<file path="src/lrutlb_pkg.sv">
`timescale 1ns / 1ps

package lrutlb_pkg;

  localparam int unsigned CAP_W  = 5;
  localparam int unsigned DATA_W = 32;
  localparam int unsigned ADDR_W = 3;

  // byte address of the capacity register
  localparam logic [ADDR_W-1:0] CAP_ADDR = 3'd0;

  localparam logic FUNC_LOOKUP = 1'b0;
  localparam logic FUNC_INSERT = 1'b1;

  typedef struct packed {
    logic        func;
    logic [31:0] page_number;
    logic [31:0] frame_in;
  } req_t;

  typedef struct packed {
    logic        hit;
    logic [31:0] frame_out;
  } rsp_t;

  typedef struct packed {
    logic latch;
    logic match;
    logic select;
    logic promote;
    logic remove;
    logic evict;
    logic find;
    logic write;
    logic respond;
  } cmd_t;

  typedef struct packed {
    logic is_insert;
    logic any_match;
    logic evict_needed;
    logic out_free;
  } sts_t;

endpackage

</file>
<file path="src/lrutlb_ctrl.sv">
`timescale 1ns / 1ps

module lrutlb_ctrl (
  input  logic              clk_i,
  input  logic              rst_ni,
  input  logic              in_valid_i,
  output logic              in_stall_o,
  input  lrutlb_pkg::sts_t  sts_i,
  output lrutlb_pkg::cmd_t  cmd_o
);

  typedef enum logic [3:0] {
    ST_IDLE,
    ST_MATCH,
    ST_SELECT,
    ST_PROMOTE,
    ST_REM_OLD,
    ST_EVICT,
    ST_REM_VICTIM,
    ST_FIND,
    ST_WRITE,
    ST_RESPOND
  } state_e;

  state_e state_q;

  assign in_stall_o = (state_q != ST_IDLE);

  always_comb begin
    cmd_o         = '0;
    cmd_o.latch   = (state_q == ST_IDLE) && in_valid_i;
    cmd_o.match   = (state_q == ST_MATCH);
    cmd_o.select  = (state_q == ST_SELECT);
    cmd_o.promote = (state_q == ST_PROMOTE);
    cmd_o.remove  = (state_q == ST_REM_OLD) || (state_q == ST_REM_VICTIM);
    cmd_o.evict   = (state_q == ST_EVICT);
    cmd_o.find    = (state_q == ST_FIND);
    cmd_o.write   = (state_q == ST_WRITE);
    cmd_o.respond = (state_q == ST_RESPOND) && sts_i.out_free;
  end

  always_ff @(posedge clk_i or negedge rst_ni) begin
    if (!rst_ni) begin
      state_q <= ST_IDLE;
    end else begin
      unique case (state_q)
        ST_IDLE: begin
          if (in_valid_i) state_q <= ST_MATCH;
        end
        ST_MATCH: state_q <= ST_SELECT;
        ST_SELECT: begin
          priority if (sts_i.is_insert && sts_i.any_match) state_q <= ST_REM_OLD;
          else if (sts_i.is_insert) state_q <= ST_EVICT;
          else if (sts_i.any_match) state_q <= ST_PROMOTE;
          else state_q <= ST_RESPOND;
        end
        ST_PROMOTE: state_q <= ST_RESPOND;
        ST_REM_OLD: state_q <= ST_EVICT;
        ST_EVICT: begin
          if (sts_i.evict_needed) state_q <= ST_REM_VICTIM;
          else state_q <= ST_FIND;
        end
        ST_REM_VICTIM: state_q <= ST_FIND;
        ST_FIND: state_q <= ST_WRITE;
        ST_WRITE: state_q <= ST_RESPOND;
        ST_RESPOND: begin
          if (sts_i.out_free) state_q <= ST_IDLE;
        end
        default: state_q <= ST_IDLE;
      endcase
    end
  end

endmodule

</file>
<file path="src/lrutlb_dp.sv">
`timescale 1ns / 1ps

module lrutlb_dp #(
  parameter int unsigned ENTRIES = 16
) (
  input  logic                           clk_i,
  input  logic                           rst_ni,
  input  lrutlb_pkg::req_t               in_req_i,
  input  logic [lrutlb_pkg::CAP_W-1:0]   capacity_i,
  input  lrutlb_pkg::cmd_t               cmd_i,
  output lrutlb_pkg::sts_t               sts_o,
  output logic                           out_valid_o,
  input  logic                           out_stall_i,
  output lrutlb_pkg::rsp_t               out_rsp_o
);

  localparam int unsigned RW = $clog2(ENTRIES);
  localparam int unsigned CW = $clog2(ENTRIES + 1);

  // control state
  logic [ENTRIES-1:0] valid_q;
  logic [RW-1:0]      rank_q [ENTRIES];
  logic [CW-1:0]      count_q;
  logic               out_valid_q;

  // payload
  logic [31:0]        page_q  [ENTRIES];
  logic [31:0]        frame_q [ENTRIES];
  lrutlb_pkg::req_t   item_q;
  logic [ENTRIES-1:0] mv_q;
  logic [ENTRIES-1:0] free_q;
  logic [RW-1:0]      sel_rank_q;
  logic [31:0]        sel_frame_q;
  logic               sel_hit_q;
  lrutlb_pkg::rsp_t   rsp_q;

  logic [ENTRIES-1:0] match;
  logic [ENTRIES-1:0] victim;
  logic [ENTRIES-1:0] free_vec;
  logic [ENTRIES-1:0] invalid;
  logic [RW-1:0]      sel_rank;
  logic [31:0]        sel_frame;
  logic [RW-1:0]      lru_rank;
  logic [CW-1:0]      cap_eff;
  logic               evict_needed;

  assign lru_rank = RW'(count_q - CW'(1));

  always_comb begin
    sel_rank  = '0;
    sel_frame = '0;
    for (int i = 0; i < ENTRIES; i++) begin
      match[i]  = valid_q[i] && (page_q[i] == item_q.page_number);
      victim[i] = valid_q[i] && (rank_q[i] == lru_rank);
      if (mv_q[i]) begin
        sel_rank  = sel_rank | rank_q[i];
        sel_frame = sel_frame | frame_q[i];
      end
    end
  end

  // lowest free slot as a one-hot vector
  assign invalid  = ~valid_q;
  assign free_vec = invalid & (~invalid + ENTRIES'(1));

  // saturate capacity to the built depth, zero acts as one
  always_comb begin
    if (capacity_i == '0) begin
      cap_eff = CW'(1);
    end else if (32'(capacity_i) > 32'(ENTRIES)) begin
      cap_eff = CW'(ENTRIES);
    end else begin
      cap_eff = CW'(capacity_i);
    end
  end

  assign evict_needed = (count_q != '0) && (count_q >= cap_eff);

  always_comb begin
    sts_o              = '0;
    sts_o.is_insert    = (item_q.func == lrutlb_pkg::FUNC_INSERT);
    sts_o.any_match    = |mv_q;
    sts_o.evict_needed = evict_needed;
    sts_o.out_free     = !out_valid_q || !out_stall_i;
  end

  always_ff @(posedge clk_i or negedge rst_ni) begin
    if (!rst_ni) begin
      valid_q     <= '0;
      count_q     <= '0;
      out_valid_q <= 1'b0;
      for (int i = 0; i < ENTRIES; i++) begin
        rank_q[i] <= '0;
      end
    end else begin
      if (cmd_i.respond) begin
        out_valid_q <= 1'b1;
      end else if (!out_stall_i) begin
        out_valid_q <= 1'b0;
      end

      if (cmd_i.promote) begin
        for (int i = 0; i < ENTRIES; i++) begin
          if (mv_q[i]) begin
            rank_q[i] <= '0;
          end else if (valid_q[i] && (rank_q[i] < sel_rank_q)) begin
            rank_q[i] <= rank_q[i] + RW'(1);
          end
        end
      end

      if (cmd_i.remove) begin
        for (int i = 0; i < ENTRIES; i++) begin
          if (mv_q[i]) begin
            valid_q[i] <= 1'b0;
            rank_q[i]  <= '0;
          end else if (valid_q[i] && (rank_q[i] > sel_rank_q)) begin
            rank_q[i] <= rank_q[i] - RW'(1);
          end
        end
        count_q <= count_q - CW'(1);
      end

      if (cmd_i.write) begin
        for (int i = 0; i < ENTRIES; i++) begin
          if (free_q[i]) begin
            valid_q[i] <= 1'b1;
            rank_q[i]  <= '0;
          end else if (valid_q[i]) begin
            rank_q[i] <= rank_q[i] + RW'(1);
          end
        end
        count_q <= count_q + CW'(1);
      end
    end
  end

  always_ff @(posedge clk_i) begin
    if (cmd_i.latch) begin
      item_q <= in_req_i;
    end
    if (cmd_i.match) begin
      mv_q <= match;
    end
    if (cmd_i.select) begin
      sel_rank_q  <= sel_rank;
      sel_frame_q <= sel_frame;
      sel_hit_q   <= |mv_q;
    end
    // victim is the valid entry holding the oldest rank
    if (cmd_i.evict) begin
      mv_q       <= victim;
      sel_rank_q <= lru_rank;
    end
    if (cmd_i.find) begin
      free_q <= free_vec;
    end
    if (cmd_i.write) begin
      for (int i = 0; i < ENTRIES; i++) begin
        if (free_q[i]) begin
          page_q[i]  <= item_q.page_number;
          frame_q[i] <= item_q.frame_in;
        end
      end
    end
    if (cmd_i.respond) begin
      rsp_q.hit       <= (item_q.func == lrutlb_pkg::FUNC_LOOKUP) && sel_hit_q;
      rsp_q.frame_out <= ((item_q.func == lrutlb_pkg::FUNC_LOOKUP) && sel_hit_q) ?
                         sel_frame_q : 32'd0;
    end
  end

  assign out_valid_o = out_valid_q;
  assign out_rsp_o   = rsp_q;

endmodule

</file>
<file path="src/lru_tlb_unit.sv">
`timescale 1ns / 1ps

// channel   direction  payload    handshake
// in        request    req_t      in_valid_i / in_stall_o
// out       response   rsp_t      out_valid_o / out_stall_i
// config    apb write  capacity   psel / penable / pwrite / pready
//
// one request at a time through a compare, select and update sequence:
// a lookup steps through match, select, promote on a hit, and respond; an insert through
// match, select, evict, find, write, respond (old copy or victim removal adds a step)
// the response sits in an output register, so the next request is taken while it waits
// reset invalidates all entries at once and sets capacity to 16

module lru_tlb_unit #(
  parameter int unsigned ENTRIES = 16
) (
  input  logic                            clk_i,
  input  logic                            rst_ni,
  input  logic                            in_valid_i,
  output logic                            in_stall_o,
  input  lrutlb_pkg::req_t                in_req_i,
  output logic                            out_valid_o,
  input  logic                            out_stall_i,
  output lrutlb_pkg::rsp_t                out_rsp_o,
  input  logic                            psel,
  input  logic                            penable,
  input  logic                            pwrite,
  input  logic [lrutlb_pkg::ADDR_W-1:0]   paddr,
  input  logic [lrutlb_pkg::DATA_W-1:0]   pwdata,
  output logic [lrutlb_pkg::DATA_W-1:0]   prdata,
  output logic                            pready
);

  logic [lrutlb_pkg::CAP_W-1:0] capacity_q;
  logic                         cap_sel;
  lrutlb_pkg::cmd_t             cmd;
  lrutlb_pkg::sts_t             sts;

  // register index is the word address, low byte bits ignored
  assign cap_sel = (paddr[lrutlb_pkg::ADDR_W-1:2] == lrutlb_pkg::CAP_ADDR[lrutlb_pkg::ADDR_W-1:2]);
  assign pready  = 1'b1;
  assign prdata  = cap_sel ? lrutlb_pkg::DATA_W'(capacity_q) : '0;

  always_ff @(posedge clk_i or negedge rst_ni) begin
    if (!rst_ni) begin
      capacity_q <= lrutlb_pkg::CAP_W'(16);
    end else if (psel && penable && pwrite && pready && cap_sel) begin
      capacity_q <= pwdata[lrutlb_pkg::CAP_W-1:0];
    end
  end

  lrutlb_ctrl u_ctrl (
    .clk_i      (clk_i),
    .rst_ni     (rst_ni),
    .in_valid_i (in_valid_i),
    .in_stall_o (in_stall_o),
    .sts_i      (sts),
    .cmd_o      (cmd)
  );

  lrutlb_dp #(
    .ENTRIES (ENTRIES)
  ) u_dp (
    .clk_i       (clk_i),
    .rst_ni      (rst_ni),
    .in_req_i    (in_req_i),
    .capacity_i  (capacity_q),
    .cmd_i       (cmd),
    .sts_o       (sts),
    .out_valid_o (out_valid_o),
    .out_stall_i (out_stall_i),
    .out_rsp_o   (out_rsp_o)
  );

endmodule
</file>
<file path="config.mk">
export PLATFORM = sky130hd
export DESIGN_NAME = lru_tlb_unit
export DESIGN_NICKNAME = d
export VERILOG_FILES = /design/src/lrutlb_pkg.sv /design/src/lrutlb_ctrl.sv /design/src/lrutlb_dp.sv /design/src/lru_tlb_unit.sv
export SDC_FILE = /design/constraint.sdc
export NUM_CORES = 2
export LEC_CHECK = 0
export ABC_AREA = 0
export BUFFER_PORTS_ARGS = -buffer_cell sky130_fd_sc_hd__buf_2
export CORE_MARGIN = 2
export CORE_UTILIZATION = 67
export CTS_CLUSTER_DIAMETER = 40
export DETAILED_ROUTE_END_ITERATION = 12
export PLACE_DENSITY = 0.85
export RECOVER_POWER = 100
export SETUP_SLACK_MARGIN = 0.02
export SYNTH_ARGS = -nofsm -noshare
export SYNTH_HDL_FRONTEND = slang
export SYNTH_SLANG_ARGS = --single-unit
</file>
<file path="constraint.sdc">
create_clock -name clk_i -period 12.9 [get_ports clk_i]
set_input_delay 2.58 -clock clk_i [delete_from_list [all_inputs] [get_ports clk_i]]
set_output_delay 2.58 -clock clk_i [all_outputs]
set_load 0.03 [all_outputs]
</file>
# Yosys cells after proc, flatten, opt, wreduce, memory -nomap -nowiden
# Memories as Yosys holds them, arrays and structs flattened.
# Cells that the tools add are included.
[totals]
out_inout_bits = 68
word_cells = 498
regBits = 262
memories = 2
ramBits = 1024
in_bits = 107
[classes]
n_mux = 231
magnitude_cmp = 34
n_bitwise = 35
n_reduce_logical = 86
eq_ne = 44
n_addsub = 35
[memory_table]
columns = ["name", "depth", "width", "rd", "rd_clocked_by_memory_dff", "wr", "line_no", "rtl"]
rows = [
  ["u_dp.frame_q", 16, 32, 16, 0, 16, "lrutlb_dp.sv:28", "logic [31:0] frame_q [ENTRIES];"],
  ["u_dp.page_q", 16, 32, 16, 0, 16, "lrutlb_dp.sv:27", "logic [31:0] page_q [ENTRIES];"],
]
[ops]
columns = ["cell", "count"]
rows = [
  ["== test 32 bit", 16],
  ["two-way mux 32 bit", 16],
  ["OR 32 bit", 15],
  ["two-way mux 4 bit", 119],
  ["two-way mux 64 bit", 3],
  ["two-way mux 1 bit", 83],
  ["logical AND 1 bit", 72],
  ["adder 4 x 1 -> 4 bit, second input constant", 16],
  ["== test 4 bit", 16],
  ["greater-than comparator 4 bit", 16],
  ["less-than comparator 4 bit", 16],
  ["two-way mux 16 bit", 4],
  ["subtractor 4 x 1 -> 4 bit, second input constant", 16],
  ["OR 4 bit", 15],
  ["case mux 4 bit (9 select lines)", 1],
  ["NOT 16 bit", 2],
  ["two-way mux 5 bit", 5],
  ["adder 16 x 1 -> 16 bit, second input constant", 1],
  ["AND 16 bit", 1],
  ["== test 4 x 3 -> 1 bit, second input constant", 4],
  ["OR reduction 16 bit", 1],
  ["== test 4 x 2 -> 1 bit, second input constant", 2],
  ["== test 4 bit, second input constant", 2],
  ["nonzero test 2 bit", 3],
  ["16 further kinds", 20],
]

# Depth between registers and ports, before layout
[depth]
depth_word = 33
ltp_mapped = 10
ltp_nobuf = 10

# Hierarchy
# A second synthesis with hierarchy kept.
[unflattened]
hier_cells = 3809
hier_area_um2 = 56455.4
[by_module_without_submodules]
columns = ["module", "instances", "cells_each", "seq_area_each_um2", "area_each_um2"]
rows = [
  ["lrutlb_dp", 1, 3719, 37916.4, 55642.1],
  ["lru_tlb_unit", 1, 46, 126.4, 467.9],
  ["lrutlb_ctrl", 1, 44, 100.1, 345.3],
]

# Least setup slack after synthesis
# Ideal clock, no wire load.
[synth_timing]
path_kind = "input to output"
startpoint = "input paddr[2] (netlist bit)"
endpoint = "output prdata[0] (netlist bit)"
path_stages = 1
arrival_time_ns = 3.012
required_ns = 10.320
path_slack_ns = 7.308
n_path_buf = 0
cell_sequence = "nor2b_1"
[synth_between]
elab_chain_cells = 1
[synth_rtl]
columns = ["element", "line_no", "rtl"]
rows = [
  ["from (decl)", "lru_tlb_unit.sv:28", "input logic [lrutlb_pkg::ADDR_W-1:0] paddr,"],
  ["two-way mux 5 bit", "lru_tlb_unit.sv:42", "assign prdata = cap_sel ? lrutlb_pkg::DATA_W'(capacity_q) : '0;"],
  ["to (decl)", "lru_tlb_unit.sv:30", "output logic [lrutlb_pkg::DATA_W-1:0] prdata,"],
]
# Every way passes these cells.

==> impl_metrics.ini <==
[logic_synthesis]
post_synth_num_cell_types = 83
syn_area_sq_mm = 0.0551
synth_area_leaders = edfxtp_1, xor2_1, dfrtp_1, a221oi_1, xnor2_1
yosysMostFrequentCell = edfxtp_1
netlist.area_leader.share_pct = 64.9
synth.avg_cell_area_sq_um = 15.3
yosys_warnings = 0
yosysTopAreaCell = edfxtp_1
synth_ff_type = edfxtp_1
synthTopCellsByCount = edfxtp_1, xor2_1, a221oi_1, xnor2_1, a22o_1
synth_seq_cells = 1286
synth_edf_count = 1191
yosysSeqAreaShare_pct = 69.3
synth_cells = 3611
synthArstFlopShare_pct = 7.39

[cells_and_area]
drive_gt1_share_pct = 9.42
antenna_cells = 0
post-route-util_pct = 74.9
syn2layout_area_growth_pct = 11.2
num-nets-final = 3977
fin_cells = 4954

[placed_design]
place_ws_ns = 7.31
dp_hpwl_um = 74000
numPortBuffers = 117
dp.cells = 4689
routabilityCongestion = 0.874

[timing]
fmax_ghz = 0.126
fin_skew_ns = 0.0407
tns_ns = 0
setup_viol = 0
rsz0062_at_grt = false
relSlewSlack_pct = -232
fin_crit_sh_pct = 61.5
finalMaxSlewViolations = 2479
setup_slack_ns = 4.97
hold_violations = 0
fin_crit_ns = 7.93
tightest_slew_ns = 4.98

[die]
die-height_um = 291
ios = 175
row_count = 105
dieArea_sq_mm = 0.0845
core_sq_mm = 0.0817
die_x_um = 291
initial_core_util_pct = 67.4

[power]
max-vdd-ir-drop_v = 0.000168
swShare_pct = 33.2
power.leakage_nw = 20.8
powerDensity_mw_per_mm2 = 212
switchingPower_mw = 4.31
total_power_mw = 13.0
power_frac_comb_pct = 23.8
internal-power_mw = 8.68
clkPwrFrac_pct = 32.1
p_seq_share_pct = 44.1

[critical_path]
critPathKind = register to register
arrival_ns = 8.21
required_ns = 13.18
end_kind = register
crit_fanout = 51
critPathLaunchType = register

[clock_network]
cts.sinks = 1286
clock_latency_ns = 0.76
ctsHoldBuffers = 0
numCtsBuffers = 146
htreeDepth = 4
clk_path_buf_depth = 3
cts_tree = done
root_buffer = clkbuf_16
postCtsResizedCells = 0
cts_setup_buffers = 0
path_clk_slew_ns = 0.06

[route]
totalWireLength_um = 146000
vias = 34764
dr.pass1.iters = 6
drtIter0Drc = 4992
drc = 0
ant_nets = 0
post_drt_via_cell_ratio = 7.02
wl_per_cell_um = 29.6

[hold_path]
min_path_type = register to register

[flow_run]
drv_cap = 67

[global_routing]
grt.overflow.total = 0
grt_pass1_vias = 34974
grt_usage_pct = 34.7
antenna_found_initial = 1
grt_pass1_wl_um = 217000
grt_max_degree = 68

[status]
outcome = finished with violations
violations = capacitance limit, slew limit
per-stage QoR:
stage / instance area (sq um) / hold WS [ns]
final: 61200 / 0.504
after global routing: 61200 / 0.536
after CTS: 61600 / 0.507
after detailed placement: 56800 / 0.500
after global placement: 56800 / 0.490
after floorplan: 55200 / 0.472
state kept, by name, summed over array words and instances, names as in the netlist, 4 cells and up:
signal,cells
u_dp.frame_q,512
u_dp.page_q,512
u_dp.item_q,64
u_dp.rank_q,64
u_dp.out_rsp_o,33
u_dp.sel_frame_q,32
u_dp.free_q,16
u_dp.mv_q,16
u_dp.valid_q,16
capacity_q,5
u_dp.count_q,5
u_ctrl.state_q,4
u_dp.sel_rank_q,4
cell families after synthesis:
| group | count (synthesis) | share of synthesized area, % |
|---|---|---|
| simple gates | 678 | 6.78 |
| compound gates | 639 | 9.24 |
| other cells | 2 | 0.0136 |
| flops | 1286 | 69.3 |
| xor+xnor | 600 | 9.56 |
| mux | 28 | 0.536 |
| buf+inv | 275 | 2.27 |
| fa+ha+maj | 103 | 2.34 |
area by class of cell:
class | instances | area (sq um)
tap | 1070 | 1340
clock inverter | 78 | 887
clock buffer | 187 | 3950
multi-input combinational | 2076 | 15800
timing repair buffer | 201 | 930
fill | 4418 | 20500
sequential | 1286 | 38100
inverter | 56 | 214
worst max-delay path, cell delays in order (launching register included):
cell	delay, ns
dfrtp_1	0.67
nor4b_1	0.29
clkbuf_1	2.01
and2_0	1.92
clkbuf_1	2.53
routing by layer:
layer / track usage (%) / share of wire (%) / vias up
met5: 0 / 0.0089 / -
met3: 7.62 / 12 / 655
met4: 17.8 / 5.6 / 2
li1: - / - / 14275
met1: 44.4 / 35 / 16920
met2: 56.3 / 47 / 2912
worst paths after layout:
path                                   startpoint              endpoint  slack [ns]  cells past startpoint
min in group asynchronous                  rst_ni       u_dp.rank_q[59]        2.40                      1
max in group asynchronous                  rst_ni       u_dp.rank_q[62]        5.93                      2
worst max-delay path            u_ctrl.state_q[3]  u_dp.frame_q[0][183]        4.97                      4
worst min-delay path              u_dp.count_q[4]       u_dp.count_q[4]        0.50                      1
worst min register to register    u_dp.count_q[4]       u_dp.count_q[4]        0.50                      1
worst max register to register  u_ctrl.state_q[3]  u_dp.frame_q[0][183]        4.97                      4
placed cells by master (no fill, tap or decap), drive strengths merged, types with 10 or more instances in the layout:
| cell type | synthesis | layout |
|---|---|---|
| a22oi | 28 | 28 |
| conb | 2 | 28 |
| buf | 111 | 90 |
| a22o | 145 | 145 |
| nand3 | 84 | 84 |
| clkinvlp | 0 | 14 |
| o211ai | 24 | 24 |
| nor2 | 74 | 74 |
| nand2b | 14 | 14 |
| nor2b | 25 | 25 |
| nand2 | 99 | 99 |
| a221oi | 149 | 149 |
| ha | 103 | 103 |
| o22ai | 12 | 12 |
| nand4 | 96 | 96 |
| nor3 | 82 | 82 |
| xnor2 | 149 | 149 |
| a211oi | 15 | 15 |
| a21oi | 70 | 70 |
| mux2i | 16 | 16 |
| edfxtp | 1191 | 1191 |
| clkbuf | 108 | 298 |
| and3 | 11 | 11 |
| nor4 | 100 | 100 |
| a21o | 22 | 22 |
| xor2 | 451 | 451 |
| and2 | 48 | 48 |
| mux2 | 12 | 12 |
| bufinv | 0 | 14 |
| clkinv | 0 | 38 |
| a31oi | 16 | 16 |
| inv | 56 | 68 |
| o21ai | 41 | 41 |
| dfrtp | 94 | 94 |
| or3 | 10 | 10 |
| o21a | 28 | 28 |
power by group through the flow:
stage / clock network, mW / registers (mW) / logic (mW)
global route: 4.33 / 5.76 / 3.29
floorplan: 0 / 5.53 / 2.14
finish: 4.16 / 5.73 / 3.09
CTS: 4.17 / 5.65 / 3.05
global placement: 0 / 5.69 / 2.87
detailed placement: 0 / 5.72 / 2.98
Power figures use the tool's default switching activity.
